<file path="src/rtl/core/lrupr_pkg.sv">
`timescale 1ns / 1ps

package lrupr_pkg;

  localparam int FRAMES    = 8;
  localparam int PAGE_W    = 16;
  localparam int IDX_W     = (FRAMES > 1) ? $clog2(FRAMES) : 1;
  localparam int RANK_W    = IDX_W;
  localparam int CNT_W     = $clog2(FRAMES + 1);
  localparam int CFG_W     = 4;
  localparam int FAULT_W   = 24;

  localparam logic [RANK_W-1:0]  RANK_MAX  = RANK_W'(FRAMES - 1);
  localparam logic [FAULT_W-1:0] FAULT_MAX = {FAULT_W{1'b1}};
  localparam logic [CFG_W-1:0]   CFG_RESET = CFG_W'(FRAMES);

  typedef struct packed {
    logic [PAGE_W-1:0] page_number;
    logic              end_of_sequence;
  } item_t;

  typedef struct packed {
    logic               hit;
    logic [IDX_W-1:0]   frame_index;
    logic               evicted_valid;
    logic [PAGE_W-1:0]  evicted_page;
    logic [FAULT_W-1:0] fault_count;
    logic               last;
  } res_t;

endpackage

</file>
<file path="src/rtl/core/lrupr_in_if.sv">
`timescale 1ns / 1ps

interface lrupr_in_if;
  import lrupr_pkg::*;

  logic              valid;
  logic              ready;
  logic [PAGE_W-1:0] page_number;
  logic              end_of_sequence;

  modport source (output valid, output page_number, output end_of_sequence, input ready);
  modport sink   (input valid, input page_number, input end_of_sequence, output ready);
endinterface

</file>
<file path="src/rtl/core/lrupr_out_if.sv">
`timescale 1ns / 1ps

interface lrupr_out_if;
  import lrupr_pkg::*;

  logic               valid;
  logic               ready;
  logic               hit;
  logic [IDX_W-1:0]   frame_index;
  logic               evicted_valid;
  logic [PAGE_W-1:0]  evicted_page;
  logic [FAULT_W-1:0] fault_count;
  logic               last;

  modport source (
    output valid, output hit, output frame_index, output evicted_valid,
    output evicted_page, output fault_count, output last, input ready
  );
  modport sink (
    input valid, input hit, input frame_index, input evicted_valid,
    input evicted_page, input fault_count, input last, output ready
  );
endinterface

</file>
<file path="src/rtl/core/lrupr_in_reg.sv">
`timescale 1ns / 1ps

module lrupr_in_reg (
  input  logic            clk_i,
  input  logic            rst_ni,
  lrupr_in_if.sink        in_i,
  input  logic            take_i,
  output logic            valid_o,
  output lrupr_pkg::item_t item_o
);
  import lrupr_pkg::*;

  logic  valid_q, valid_d;
  item_t item_q, item_d;
  logic  load;

  // room when empty or when the held item moves on this cycle
  assign in_i.ready = !valid_q || take_i;
  assign load       = in_i.valid && in_i.ready;

  always_comb begin
    valid_d = valid_q;
    item_d  = item_q;
    if (load) begin
      valid_d              = 1'b1;
      item_d.page_number   = in_i.page_number;
      item_d.end_of_sequence = in_i.end_of_sequence;
    end else if (take_i) begin
      valid_d = 1'b0;
    end
  end

  always_ff @(posedge clk_i or negedge rst_ni) begin
    if (!rst_ni) begin
      valid_q <= 1'b0;
    end else begin
      valid_q <= valid_d;
    end
  end

  always_ff @(posedge clk_i) begin
    item_q <= item_d;
  end

  assign valid_o = valid_q;
  assign item_o  = item_q;
endmodule

</file>
<file path="src/rtl/core/lrupr_frames.sv">
`timescale 1ns / 1ps

module lrupr_frames (
  input  logic                       clk_i,
  input  logic                       rst_ni,
  input  logic [lrupr_pkg::CFG_W-1:0] frames_in_use_i,
  input  lrupr_pkg::item_t           item_i,
  input  logic                       take_i,
  output lrupr_pkg::res_t            res_o,
  output logic [lrupr_pkg::CNT_W-1:0] n_eff_o
);
  import lrupr_pkg::*;

  logic [PAGE_W-1:0]  page_q [FRAMES];
  logic [FRAMES-1:0]  valid_q, valid_d;
  logic [RANK_W-1:0]  rank_q [FRAMES];
  logic [RANK_W-1:0]  rank_d [FRAMES];
  logic [FAULT_W-1:0] fault_q, fault_d;

  logic [CNT_W-1:0]   n_eff;
  logic [FRAMES-1:0]  in_use, match, free;
  logic               hit, have_free;
  logic [IDX_W-1:0]   hit_idx, free_idx, vic_idx, slot;
  logic [RANK_W-1:0]  best, hit_rank;

  // clamp frame count to 1..FRAMES
  always_comb begin
    if (frames_in_use_i == '0) begin
      n_eff = CNT_W'(1);
    end else if (CNT_W'(frames_in_use_i) > CNT_W'(FRAMES) ||
                 (CFG_W > CNT_W && (frames_in_use_i >> CNT_W) != '0)) begin
      n_eff = CNT_W'(FRAMES);
    end else begin
      n_eff = CNT_W'(frames_in_use_i);
    end
  end

  always_comb begin
    for (int i = 0; i < FRAMES; i++) begin
      in_use[i] = CNT_W'(i) < n_eff;
      match[i]  = in_use[i] && valid_q[i] && (page_q[i] == item_i.page_number);
      free[i]   = in_use[i] && !valid_q[i];
    end
  end

  // lowest-indexed match and free frame
  always_comb begin
    hit_idx  = '0;
    free_idx = '0;
    for (int i = FRAMES - 1; i >= 0; i--) begin
      if (match[i]) begin
        hit_idx = IDX_W'(i);
      end
      if (free[i]) begin
        free_idx = IDX_W'(i);
      end
    end
  end

  // oldest frame, lowest index on ties
  always_comb begin
    best    = '0;
    vic_idx = '0;
    for (int i = 0; i < FRAMES; i++) begin
      if (in_use[i] && rank_q[i] > best) begin
        best    = rank_q[i];
        vic_idx = IDX_W'(i);
      end
    end
  end

  assign hit       = |match;
  assign have_free = |free;
  assign hit_rank  = rank_q[hit_idx];

  always_comb begin
    if (hit) begin
      slot = hit_idx;
    end else if (have_free) begin
      slot = free_idx;
    end else begin
      slot = vic_idx;
    end
  end

  always_comb begin
    for (int i = 0; i < FRAMES; i++) begin
      rank_d[i] = rank_q[i];
      if (IDX_W'(i) == slot) begin
        rank_d[i] = '0;
      end else if (in_use[i] && valid_q[i]) begin
        if (hit) begin
          if (rank_q[i] < hit_rank) begin
            rank_d[i] = rank_q[i] + RANK_W'(1);
          end
        end else if (rank_q[i] < RANK_MAX) begin
          rank_d[i] = rank_q[i] + RANK_W'(1);
        end
      end
    end
    valid_d       = valid_q;
    valid_d[slot] = 1'b1;
    if (hit || fault_q == FAULT_MAX) begin
      fault_d = fault_q;
    end else begin
      fault_d = fault_q + FAULT_W'(1);
    end
  end

  always_comb begin
    res_o.hit           = hit;
    res_o.frame_index   = slot;
    res_o.evicted_valid = !hit && !have_free;
    res_o.evicted_page  = (!hit && !have_free) ? page_q[slot] : '0;
    res_o.fault_count   = fault_d;
    res_o.last          = item_i.end_of_sequence;
  end

  always_ff @(posedge clk_i or negedge rst_ni) begin
    if (!rst_ni) begin
      valid_q <= '0;
      fault_q <= '0;
      for (int i = 0; i < FRAMES; i++) begin
        rank_q[i] <= '0;
      end
    end else if (take_i) begin
      if (item_i.end_of_sequence) begin
        valid_q <= '0;
        fault_q <= '0;
        for (int i = 0; i < FRAMES; i++) begin
          rank_q[i] <= '0;
        end
      end else begin
        valid_q <= valid_d;
        fault_q <= fault_d;
        for (int i = 0; i < FRAMES; i++) begin
          rank_q[i] <= rank_d[i];
        end
      end
    end
  end

  always_ff @(posedge clk_i) begin
    if (take_i) begin
      page_q[slot] <= item_i.page_number;
    end
  end

  assign n_eff_o = n_eff;
endmodule

</file>
<file path="src/rtl/core/lru_page_replacement.sv">
`timescale 1ns / 1ps

// channel  dir  handshake     payload
// in_i     in   valid/ready   page_number, end_of_sequence
// out_o    out  valid/ready   hit, frame_index, evicted_valid, evicted_page,
//                             fault_count, last
// cfg      in   cfg_we_i      cfg_wdata_i -> frames_in_use
//
// one reference per cycle sustained while the output is ready; the lookup,
// victim choice and rank update are combinational between the input register
// and the result register; the result register loads as an item leaves the
// input register, and out_o shows that registered result
// reset clears all frame valid bits, ranks and the fault count, and sets
// frames_in_use to 8; no clearing pass is needed
// a stalled output holds its result; one more item waits in the input register

module lru_page_replacement (
  input  logic                       clk_i,
  input  logic                       rst_ni,
  input  logic                       cfg_we_i,
  input  logic [lrupr_pkg::CFG_W-1:0] cfg_wdata_i,
  lrupr_in_if.sink                   in_i,
  lrupr_out_if.source                out_o
);
  import lrupr_pkg::*;

  logic [CFG_W-1:0] frames_in_use_q;
  logic             in_valid;
  item_t            in_item;
  logic             take;
  res_t             res, res_q;
  logic             out_valid_q;
  logic [CNT_W-1:0] n_eff;

  assign take = in_valid && (!out_valid_q || out_o.ready);

  lrupr_in_reg u_in_reg (
    .clk_i   (clk_i),
    .rst_ni  (rst_ni),
    .in_i    (in_i),
    .take_i  (take),
    .valid_o (in_valid),
    .item_o  (in_item)
  );

  lrupr_frames u_frames (
    .clk_i           (clk_i),
    .rst_ni          (rst_ni),
    .frames_in_use_i (frames_in_use_q),
    .item_i          (in_item),
    .take_i          (take),
    .res_o           (res),
    .n_eff_o         (n_eff)
  );

  always_ff @(posedge clk_i or negedge rst_ni) begin
    if (!rst_ni) begin
      frames_in_use_q <= CFG_RESET;
      out_valid_q     <= 1'b0;
    end else begin
      if (cfg_we_i) begin
        frames_in_use_q <= cfg_wdata_i;
      end
      if (take) begin
        out_valid_q <= 1'b1;
      end else if (out_o.ready) begin
        out_valid_q <= 1'b0;
      end
    end
  end

  always_ff @(posedge clk_i) begin
    if (take) begin
      res_q <= res;
    end
  end

  assign out_o.valid         = out_valid_q;
  assign out_o.hit           = res_q.hit;
  assign out_o.frame_index   = res_q.frame_index;
  assign out_o.evicted_valid = res_q.evicted_valid;
  assign out_o.evicted_page  = res_q.evicted_page;
  assign out_o.fault_count   = res_q.fault_count;
  assign out_o.last          = res_q.last;

`ifndef ASSERT_OFF
  // the chosen frame always lies among the frames in use
  a_slot_in_range : assert property (@(posedge clk_i) disable iff (!rst_ni)
    take |-> (CNT_W'(res.frame_index) < n_eff))
    else $error("frame index beyond frames in use");

  // an eviction only happens on a fault
  a_evict_on_fault : assert property (@(posedge clk_i) disable iff (!rst_ni)
    out_valid_q && res_q.evicted_valid |-> !res_q.hit)
    else $error("eviction reported on a hit");

  // a held input item stays put until it moves to the result register
  a_in_hold : assert property (@(posedge clk_i) disable iff (!rst_ni)
    in_valid && !take |=> in_valid && $stable(in_item))
    else $error("waiting input item lost or changed");

  // a hit within a sequence leaves the fault count unchanged
  a_hit_count : assert property (@(posedge clk_i) disable iff (!rst_ni)
    take && res.hit && !in_item.end_of_sequence ##1 take |->
      res.hit ? (res.fault_count == $past(res.fault_count)) : 1'b1)
    else $error("fault count moved on a hit");
`endif
endmodule
</file>
<file path="src/flat_wrapper.sv">
// flat-port wrapper written by rule: the top's interface ports become plain ports
module lru_page_replacement_flat import lrupr_pkg::*;
  (clk_i, rst_ni, cfg_we_i, cfg_wdata_i, in_i_valid, in_i_page_number, in_i_end_of_sequence, in_i_ready, out_o_valid, out_o_hit, out_o_frame_index, out_o_evicted_valid, out_o_evicted_page, out_o_fault_count, out_o_last, out_o_ready);
  lrupr_in_if in_i_i ();
  lrupr_out_if out_o_i ();
  input  logic clk_i;
  input  logic rst_ni;
  input  logic cfg_we_i;
  input  logic [lrupr_pkg::CFG_W-1:0] cfg_wdata_i;
  input wire logic [$bits(in_i_i.valid)-1:0] in_i_valid;
  input wire logic [$bits(in_i_i.page_number)-1:0] in_i_page_number;
  input wire logic [$bits(in_i_i.end_of_sequence)-1:0] in_i_end_of_sequence;
  output wire logic [$bits(in_i_i.ready)-1:0] in_i_ready;
  output wire logic [$bits(out_o_i.valid)-1:0] out_o_valid;
  output wire logic [$bits(out_o_i.hit)-1:0] out_o_hit;
  output wire logic [$bits(out_o_i.frame_index)-1:0] out_o_frame_index;
  output wire logic [$bits(out_o_i.evicted_valid)-1:0] out_o_evicted_valid;
  output wire logic [$bits(out_o_i.evicted_page)-1:0] out_o_evicted_page;
  output wire logic [$bits(out_o_i.fault_count)-1:0] out_o_fault_count;
  output wire logic [$bits(out_o_i.last)-1:0] out_o_last;
  input wire logic [$bits(out_o_i.ready)-1:0] out_o_ready;
  assign in_i_i.valid = in_i_valid;
  assign in_i_i.page_number = in_i_page_number;
  assign in_i_i.end_of_sequence = in_i_end_of_sequence;
  assign in_i_ready = in_i_i.ready;
  assign out_o_valid = out_o_i.valid;
  assign out_o_hit = out_o_i.hit;
  assign out_o_frame_index = out_o_i.frame_index;
  assign out_o_evicted_valid = out_o_i.evicted_valid;
  assign out_o_evicted_page = out_o_i.evicted_page;
  assign out_o_fault_count = out_o_i.fault_count;
  assign out_o_last = out_o_i.last;
  assign out_o_i.ready = out_o_ready;
  lru_page_replacement u_core (.clk_i(clk_i), .rst_ni(rst_ni), .cfg_we_i(cfg_we_i), .cfg_wdata_i(cfg_wdata_i), .in_i(in_i_i), .out_o(out_o_i));
endmodule
</file>
<file path="config.mk">
export PLATFORM = sky130hd
export DESIGN_NAME = lru_page_replacement_flat
export DESIGN_NICKNAME = d
export VERILOG_FILES = /design/src/rtl/core/lrupr_pkg.sv /design/src/rtl/core/lrupr_in_if.sv /design/src/rtl/core/lrupr_out_if.sv /design/src/rtl/core/lrupr_in_reg.sv /design/src/rtl/core/lrupr_frames.sv /design/src/rtl/core/lru_page_replacement.sv /design/src/flat_wrapper.sv
export SDC_FILE = /design/constraint.sdc
export NUM_CORES = 1
export LEC_CHECK = 0
export ABC_CLOCK_PERIOD_IN_PS = 18100
export BUFFER_PORTS_ARGS = -buffer_cell sky130_fd_sc_hd__buf_4
export CELL_PAD_IN_SITES_DETAIL_PLACEMENT = 1
export CELL_PAD_IN_SITES_GLOBAL_PLACEMENT = 1
export CORE_AREA = 2 2 165 167
export CTS_CLUSTER_DIAMETER = 100
export DETAILED_ROUTE_END_ITERATION = 10
export DIE_AREA = 0 0 167 169
export PLACE_DENSITY = 0.86
export SYNTH_ARGS = -nofsm -noshare
export SYNTH_HDL_FRONTEND = slang
export SYNTH_SLANG_ARGS = --single-unit
</file>
<file path="constraint.sdc">
create_clock -name clk_i -period 18.1 [get_ports clk_i]
set_input_delay 3.62 -clock clk_i [delete_from_list [all_inputs] [get_ports clk_i]]
set_output_delay 3.62 -clock clk_i [all_outputs]
set_load 0.02 [all_outputs]
</file>
== Word level (Yosys, flattened, before mapping) ==
Memory sizes are Yosys's and may differ from the RTL's. A register that Yosys moved wholly into a read port is not among the register bits.
Index checks and enable logic that the tools add are counted.
W data, S select, Z words.

* Mux-type cells: 89
* Bitwise gates (word level): 2
* Add/sub/neg operators: 9
* Multipliers: 0
* Div/mod/pow operators: 0
* Shift-type cells: 0
* Equality and inequality tests: 24
* Magnitude comparators: 36
* Reductions and logical operators: 82

{| class="wikitable"
|+ Operators with widths
! operator !! count
|-
| $mux W3 || 73
|-
| $eq A16 B16 Y1 || 8
|-
| $mux W24 || 3
|-
| $logic_and A1 B1 Y1 || 36
|-
| $ne A4 B1 Y1 const B || 8
|-
| $reduce_and A4 Y1 || 8
|-
| $reduce_bool A4 Y1 || 8
|-
| $add A24 B1 Y24 const B || 1
|-
| $add A3 B1 Y3 const B || 8
|-
| $eq A24 B24 Y1 const B || 1
|-
| $lt A3 B3 Y1 || 8
|-
| $lt A3 B3 Y1 const B || 8
|-
| $reduce_bool A3 Y1 || 8
|-
| $gt A3 B3 Y1 || 7
|-
| $lt A3 B4 Y1 const A || 4
|-
| $reduce_or A8 Y1 || 2
|-
| $logic_not A1 Y1 || 13
|-
| $eq A3 B3 Y1 const A || 4
|-
| $bmux W3 S3 || 1
|-
| $lt A1 B4 Y1 const A || 2
|-
| $lt A2 B4 Y1 const A || 2
|-
| $mux W1 || 8
|-
| $mux W4 || 2
|-
| $mux W8 || 1
|-
| other kinds (14) || 18
|}

* Memory bits (read-only): 0
* Bits in writable memories: 128
* Register bits: 109
* Logic and storage cells: 263
* Memories: 1
* Output and inout bits: 48
* Bits in latches: 0
* Input port bits: 26

{| class="wikitable"
|+ Memory list
! memory !! depth !! bits a word !! read ports !! clocked after Yosys merged registers in !! write ports !! line !! source
|-
| u_core.u_frames.page_q || 8 || 16 || 9 || 1 || 1 || lrupr_frames.sv:14 || <nowiki>logic [PAGE_W-1:0] page_q [FRAMES];</nowiki>
|}

== Longest topological paths before layout ==
* Word-level depth: 35
* Depth in mapped cells: 56

== Hierarchy ==
Synthesis repeated with hierarchy kept, for this count alone.

* Cell total of the unflattened synthesis: 1285
* Area, all modules: 14761.7 µm²

{| class="wikitable"
|+ By module, submodules not included
! module !! seq. area each (µm²) !! instances !! cells each !! area an instance (µm²)
|-
| lrupr_frames || 5245.0 || 1 || 1206 || 12625.9
|-
| lru_page_replacement || 1507.7 || 1 || 58 || 1571.5
|-
| lrupr_in_reg || 535.5 || 1 || 21 || 564.3
|}

== Least setup slack after synthesis ==
OpenSTA, ideal clock, no wires.

* Kind: register -> register
* From: reg u_core.u_frames.rank_q[21] (netlist bit)
* To: reg u_core.u_frames.rank_q[7] (netlist bit)
* Buffers on the path: 1
* Cell stages (with the launch flop): 53
* Arrival time: 10.955 ns
* Slack: 7.017 ns
* Path through: dfrtp_1 inv_1 ha_1 a21o_1 ha_1 nand2_1 o21ai_1 nand2_1 o21ai_0 ha_1 nor2_1 nor2_1 o41ai_1 mux2_2 ha_1 nor2_1 maj3_1 a21oi_1 [17 not listed] o21a_1 o21ai_1 mux2_2 ha_1 nor2b_1 o21ai_0 nand2b_1 a31o_2 nor2b_1 nand3_1 a311oi_1 or3_1 buf_2 inv_2 nand2_1 nor3_1 nand2b_1 o22ai_1

{| class="wikitable"
|+ RTL lines
! what !! line !! source
|-
| start, declared || lrupr_frames.sv:16 || <nowiki>logic [RANK_W-1:0] rank_q [FRAMES];</nowiki>
|-
| start signal, assigned by index || lrupr_frames.sv:137 || <nowiki>rank_q[i] <= rank_d[i];</nowiki>
|}

== Worst setup path in the final report ==
* From: reg u_core.u_frames.rank_q[21] (netlist bit)
* To: reg, netlist name u_core.out_o.evicted_page[14]

* Cells in the longest elaborated chain, start to end: 26

{| class="wikitable"
|+ Ends and longest elaborated chain
! what !! line !! source
|-
| $gt A3 B1 Y1 || lrupr_frames.sv:65 || <nowiki>if (in_use[i] && rank_q[i] > best) begin</nowiki>
|-
| $logic_and A1 B1 Y1 || lrupr_frames.sv:65 ||
|-
| $mux W3 * || lrupr_frames.sv:65 ||
|-
| $gt A3 B3 Y1 || lrupr_frames.sv:65 ||
|-
| $logic_and A1 B1 Y1 || lrupr_frames.sv:65 ||
|-
| $mux W3 || lrupr_frames.sv:65 ||
|-
| $gt A3 B3 Y1 || lrupr_frames.sv:65 ||
|-
| $logic_and A1 B1 Y1 || lrupr_frames.sv:65 ||
|-
| [10 not listed] || n/a ||
|-
| $gt A3 B3 Y1 || lrupr_frames.sv:65 ||
|-
| $logic_and A1 B1 Y1 || lrupr_frames.sv:65 ||
|-
| $mux W3 || lrupr_frames.sv:65 ||
|-
| $gt A3 B3 Y1 || lrupr_frames.sv:65 ||
|-
| $logic_and A1 B1 Y1 || lrupr_frames.sv:65 ||
|-
| $mux W3 * || lrupr_frames.sv:65 ||
|-
| $mux W3 * || lrupr_frames.sv:79 || <nowiki>end else if (have_free) begin</nowiki>
|-
| $mux W3 * || lrupr_frames.sv:77 || <nowiki>if (hit) begin</nowiki>
|}

Mark *: on every way between the ends. The rest lies on a longest branch, timed or not.
A chain may end at the register's enable or synchronous reset.

==> impl_summary.log <==
[metrics] status: completed
[metrics] All-Layer GR Usage: 0.319
[metrics] CP Data Required Time: 18350 ps
[metrics] Gate Count Post-Synth: 1225
[metrics] cell area after synthesis: 14100 µm²
[metrics] die outline area: 28200 µm²
[metrics] number of antenna violations at the first check in global routing: 0
[metrics] portion of the clock cycle consumed by the worst path in the final layout: 0.696
[metrics] headroom to the max-slew limit: 0.203
[metrics] buffering stage count on the worst path with inverters included: 2
[metrics] global-route wire length before repair: 69500 µm
[metrics] maximum clock rate: 0.0793 GHz
[metrics] Worst path slowest cell: sky130_fd_sc_hd__buf_4
[metrics] post-layout instance area: 15800 µm²
[metrics] RSZ-0062 raised after global routing: false
[metrics] reg2reg setup slack: 5490 ps
[metrics] number of warnings issued by yosys: 0
[metrics] placed cell area: 15000 µm²
[metrics] mean cell area of the mapped netlist: 11.5 µm²
[metrics] Resized Gates After CTS: 0
[metrics] number of enable flip-flop cells after synthesis: 191
[metrics] Worst R2R Start: u_core.u_frames.rank_q[21]
[metrics] actual slew at the worst max-slew pin: 1190 ps
[metrics] final clock skew: 19.1 ps
[metrics] number of max-capacitance violations reported: 0
[metrics] Die Y: 169 µm
[metrics] detail-routed via count per cell: 6.60
[metrics] placed instance count: 1603
[metrics] placement row count: 60
[metrics] endpoint with the worst hold slack: u_core.u_frames.fault_q[17]
[metrics] area overhead of the layout relative to synthesis: 12.1%
[metrics] leading cell types in the layout, fill and taps excluded: 191 x sky130_fd_sc_hd__edfxtp_1, 118 x sky130_fd_sc_hd__xor2_1, 105 x sky130_fd_sc_hd__nand2_1
[metrics] DR DRC count: 0
[metrics] routed wire length per instance: 27.3 µm
[metrics] hold violation count in the final report: 0
[metrics] critical path launch point type: flip-flop
[metrics] Antenna Violating Nets Remaining: 0
[metrics] aggregate negative setup slack: 0 ps
[metrics] Leak Pwr: 5.97 nW
[metrics] data arrival time of the critical path: 12850 ps
[metrics] cell depth of the worst hold path: 1
[metrics] Hold-fix buffers, CTS: 0
[metrics] Reg-to-Reg End: u_core.out_o.evicted_page[14]
[metrics] Period minus WS final: 12610 ps
[metrics] dominant synthesized flop cell: sky130_fd_sc_hd__edfxtp_1
[metrics] number of register bits inferred by synthesis: 253
[metrics] master cell of the clock root buffer: sky130_fd_sc_hd__clkbuf_16
[metrics] Cell variety after synth: 93
[metrics] cell depth of the worst flop-to-flop path: 50
[metrics] Synth async-reset ratio: 0.245
[metrics] Largest stage delay, worst path: 750 ps
[metrics] final non-filler cell total: 1653
[metrics] fraction of layout cells with a size suffix above 1: 0.173
[metrics] 1st-pass router iterations: 7
[metrics] Ports: 74
[metrics] Longest Clk Path Bufs: 3
[metrics] detailed-route wire length: 45200 µm
[metrics] setup fix buffers added after clock tree synthesis: 0
[metrics] fraction of the yosys area taken by sequential cells: 0.516
[metrics] final max-slew violation count: 0
[metrics] total power per unit cell area: 112 nW/µm²
[metrics] maximum level of the CTS H-tree: 1
[metrics] class of the worst hold path: flip-flop to flip-flop
[metrics] hold path start: u_core.u_frames.fault_q[17]
[metrics] final setup fails: 0
[metrics] peak supply drop: 0.0000951 V
[metrics] number of nets at the end of the flow: 1357
[metrics] CTS sink count: 253
[metrics] vias after detailed routing: 10900
[metrics] gp weighted congestion: 0.874
[metrics] starting density of the core: 0.533
[metrics] commonest non-fill, non-tap cell in the layout: sky130_fd_sc_hd__edfxtp_1
[metrics] iteration-0 DRC count of the detailed router: 1077
[metrics] die outline width: 167 µm
[metrics] dpl hpwl: 30900 µm
[metrics] source-to-sink clock delay at the later pin of the worst-skew pair: 560 ps
[metrics] core area: 26500 µm²
[metrics] overall power consumption: 1.78 mW
[metrics] number of buffers inserted during clock tree synthesis: 28
[metrics] vias in the first global route: 11400
[metrics] Filler Cell Count: 2716
[metrics] Buffers on Ports: 73
[metrics] Diodes inserted: 0
[metrics] clock transition time at the flip-flop clock pins of the worst setup and hold paths: 60 ps
[metrics] maximum fanout along the worst path: 58
[metrics] type of element capturing the critical path: flip-flop
[metrics] Crit path max-delay family: compound AO/OA/AOI/OAI gates
[metrics] Critical Path Most Common Cell: sky130_fd_sc_hd__ha_1
[metrics] maximum number of pins on one net before global-route repair: 63
[metrics] CTS tree: done
[metrics] net count of the mapped netlist: 1290
[metrics] total global routing overflow: 0
[metrics] Worst Path Class, Setup: flip-flop to flip-flop
==> flip-flops by register name, indices dropped and copies added (netlist names) <==
register	flops
u_core.out_o.hit	1
u_core.out_o.fault_count	24
u_core.out_o.frame_index	3
u_core.u_frames.page_q	128
u_core.out_o.evicted_page	16
u_core.u_frames.fault_q	24
u_core.u_in_reg.valid_o	1
u_core.u_frames.rank_q	24
u_core.out_o.valid	1
u_core.frames_in_use_q	4
u_core.u_frames.valid_q	8
u_core.out_o.last	1
u_core.u_in_reg.item_o	17
u_core.out_o.evicted_valid	1
==> worst max path at each step <==
stage | startpoint | endpoint | slack (ps) | depth (start not counted)
global route | u_core.u_frames.rank_q[21] | u_core.out_o.evicted_page[14] | 4930 | 50
floorplan | u_core.u_frames.rank_q[21] | u_core.u_frames.rank_q[7] | 7020 | 52
CTS | u_core.u_frames.rank_q[21] | u_core.out_o.evicted_page[14] | 5750 | 50
detailed placement | u_core.u_frames.rank_q[21] | u_core.out_o.evicted_page[14] | 5770 | 50
finish | u_core.u_frames.rank_q[21] | u_core.out_o.evicted_page[14] | 5490 | 50
global placement | u_core.u_frames.rank_q[21] | u_core.out_o.evicted_page[14] | 6500 | 49
==> power breakdown <==
part           switching (mW)  internal [mW]
clock network           0.235          0.310
registers              0.0615          0.686
logic                   0.301          0.186
total                   0.597           1.18
==> cell type report <==
class,instances,area (µm²),area share
inverters,28,110,0.00695
multi-input cells,893,6490,0.410
clock inverters,12,87.6,0.00553
clock buffers,38,769,0.0486
repair buffers,88,661,0.0417
flip-flops and latches,253,7290,0.460
well taps,341,427,0.0270
==> cell families (layout without fill, tap and decap cells) <==
kind of cell             Yosys count  after routing  synth area share
adder cells (fa/ha/maj)           42             42            0.0367
AND/OR/NAND/NOR                  377            377             0.143
flip-flops                       253            253             0.516
XOR/XNOR                         157            157            0.0974
AO/OA/AOI/OAI                    238            238             0.118
buffers and inverters             79            166            0.0274
multiplexers                      79             79            0.0614
==> through the flow <==
stage	utilization	setup WS (ps)	hold slack, ps
3_5_place_dp	0.565	5770	490
2_1_floorplan	-	7020	457
4_1_cts	0.597	5750	520
5_1_grt	0.597	4930	544
6_report	0.597	5490	524
3_3_place_gp	0.565	6500	471
==> synthesized netlist by cell type (7+ instances only) <==
| library cell | number | area share |
|---|---|---|
| sky130_fd_sc_hd__or4_1 | 7 | 0.0037 |
| sky130_fd_sc_hd__o21ai_1 | 7 | 0.0025 |
| sky130_fd_sc_hd__mux2i_1 | 20 | 0.014 |
| sky130_fd_sc_hd__nor2_1 | 71 | 0.019 |
| sky130_fd_sc_hd__o211ai_1 | 18 | 0.0096 |
| sky130_fd_sc_hd__dfrtp_1 | 61 | 0.11 |
| sky130_fd_sc_hd__and4_1 | 8 | 0.0050 |
| sky130_fd_sc_hd__nand2b_1 | 12 | 0.0053 |
| sky130_fd_sc_hd__nor3_1 | 27 | 0.0096 |
| sky130_fd_sc_hd__nand2_1 | 105 | 0.028 |
| sky130_fd_sc_hd__a21oi_1 | 32 | 0.011 |
| sky130_fd_sc_hd__o21a_1 | 16 | 0.0085 |
| sky130_fd_sc_hd__a211oi_1 | 9 | 0.0048 |
| sky130_fd_sc_hd__edfxtp_1 | 191 | 0.41 |
| sky130_fd_sc_hd__o21ai_0 | 51 | 0.018 |
| sky130_fd_sc_hd__o31ai_1 | 9 | 0.0048 |
| sky130_fd_sc_hd__or3_1 | 9 | 0.0040 |
| sky130_fd_sc_hd__a31oi_1 | 8 | 0.0035 |
| sky130_fd_sc_hd__xor2_1 | 118 | 0.073 |
| sky130_fd_sc_hd__buf_2 | 20 | 0.0071 |
| sky130_fd_sc_hd__mux2_2 | 57 | 0.045 |
| sky130_fd_sc_hd__inv_1 | 23 | 0.0061 |
| sky130_fd_sc_hd__nand4_1 | 12 | 0.0053 |
| sky130_fd_sc_hd__clkbuf_1 | 17 | 0.0045 |
| sky130_fd_sc_hd__nand3b_1 | 7 | 0.0037 |
| sky130_fd_sc_hd__nand3_1 | 27 | 0.0096 |
| sky130_fd_sc_hd__nor4_1 | 36 | 0.016 |
| sky130_fd_sc_hd__a22oi_1 | 18 | 0.0096 |
| sky130_fd_sc_hd__xnor2_1 | 39 | 0.024 |
| sky130_fd_sc_hd__and3_1 | 13 | 0.0058 |
| sky130_fd_sc_hd__a22o_1 | 13 | 0.0081 |
| sky130_fd_sc_hd__ha_1 | 39 | 0.035 |
| sky130_fd_sc_hd__buf_4 | 10 | 0.0053 |
==> worst reg2reg max path: cells and delay by family, from the launching register on <==
| family | cells | cell delay, ps |
|---|---|---|
| AOI/OAI and AO/OA | 17 | 4360 |
| adders and majority gates | 11 | 3260 |
| and+or+nand+nor | 16 | 1840 |
| muxes | 4 | 1520 |
| buffers and inverters | 2 | 870 |
| DFF | 1 | 460 |
==> per-layer routing <==
layer	routed length [µm]	up-vias	part of all wire	global-route usage
li1	-	4749	-	-
met1	17700	5514	0.39	0.403
met2	22400	499	0.49	0.550
met3	2930	141	0.065	0.0423
met4	2200	0	0.049	0.148
met5	0	-	0	0
No activity file was read; power rests on OpenSTA's default activity.
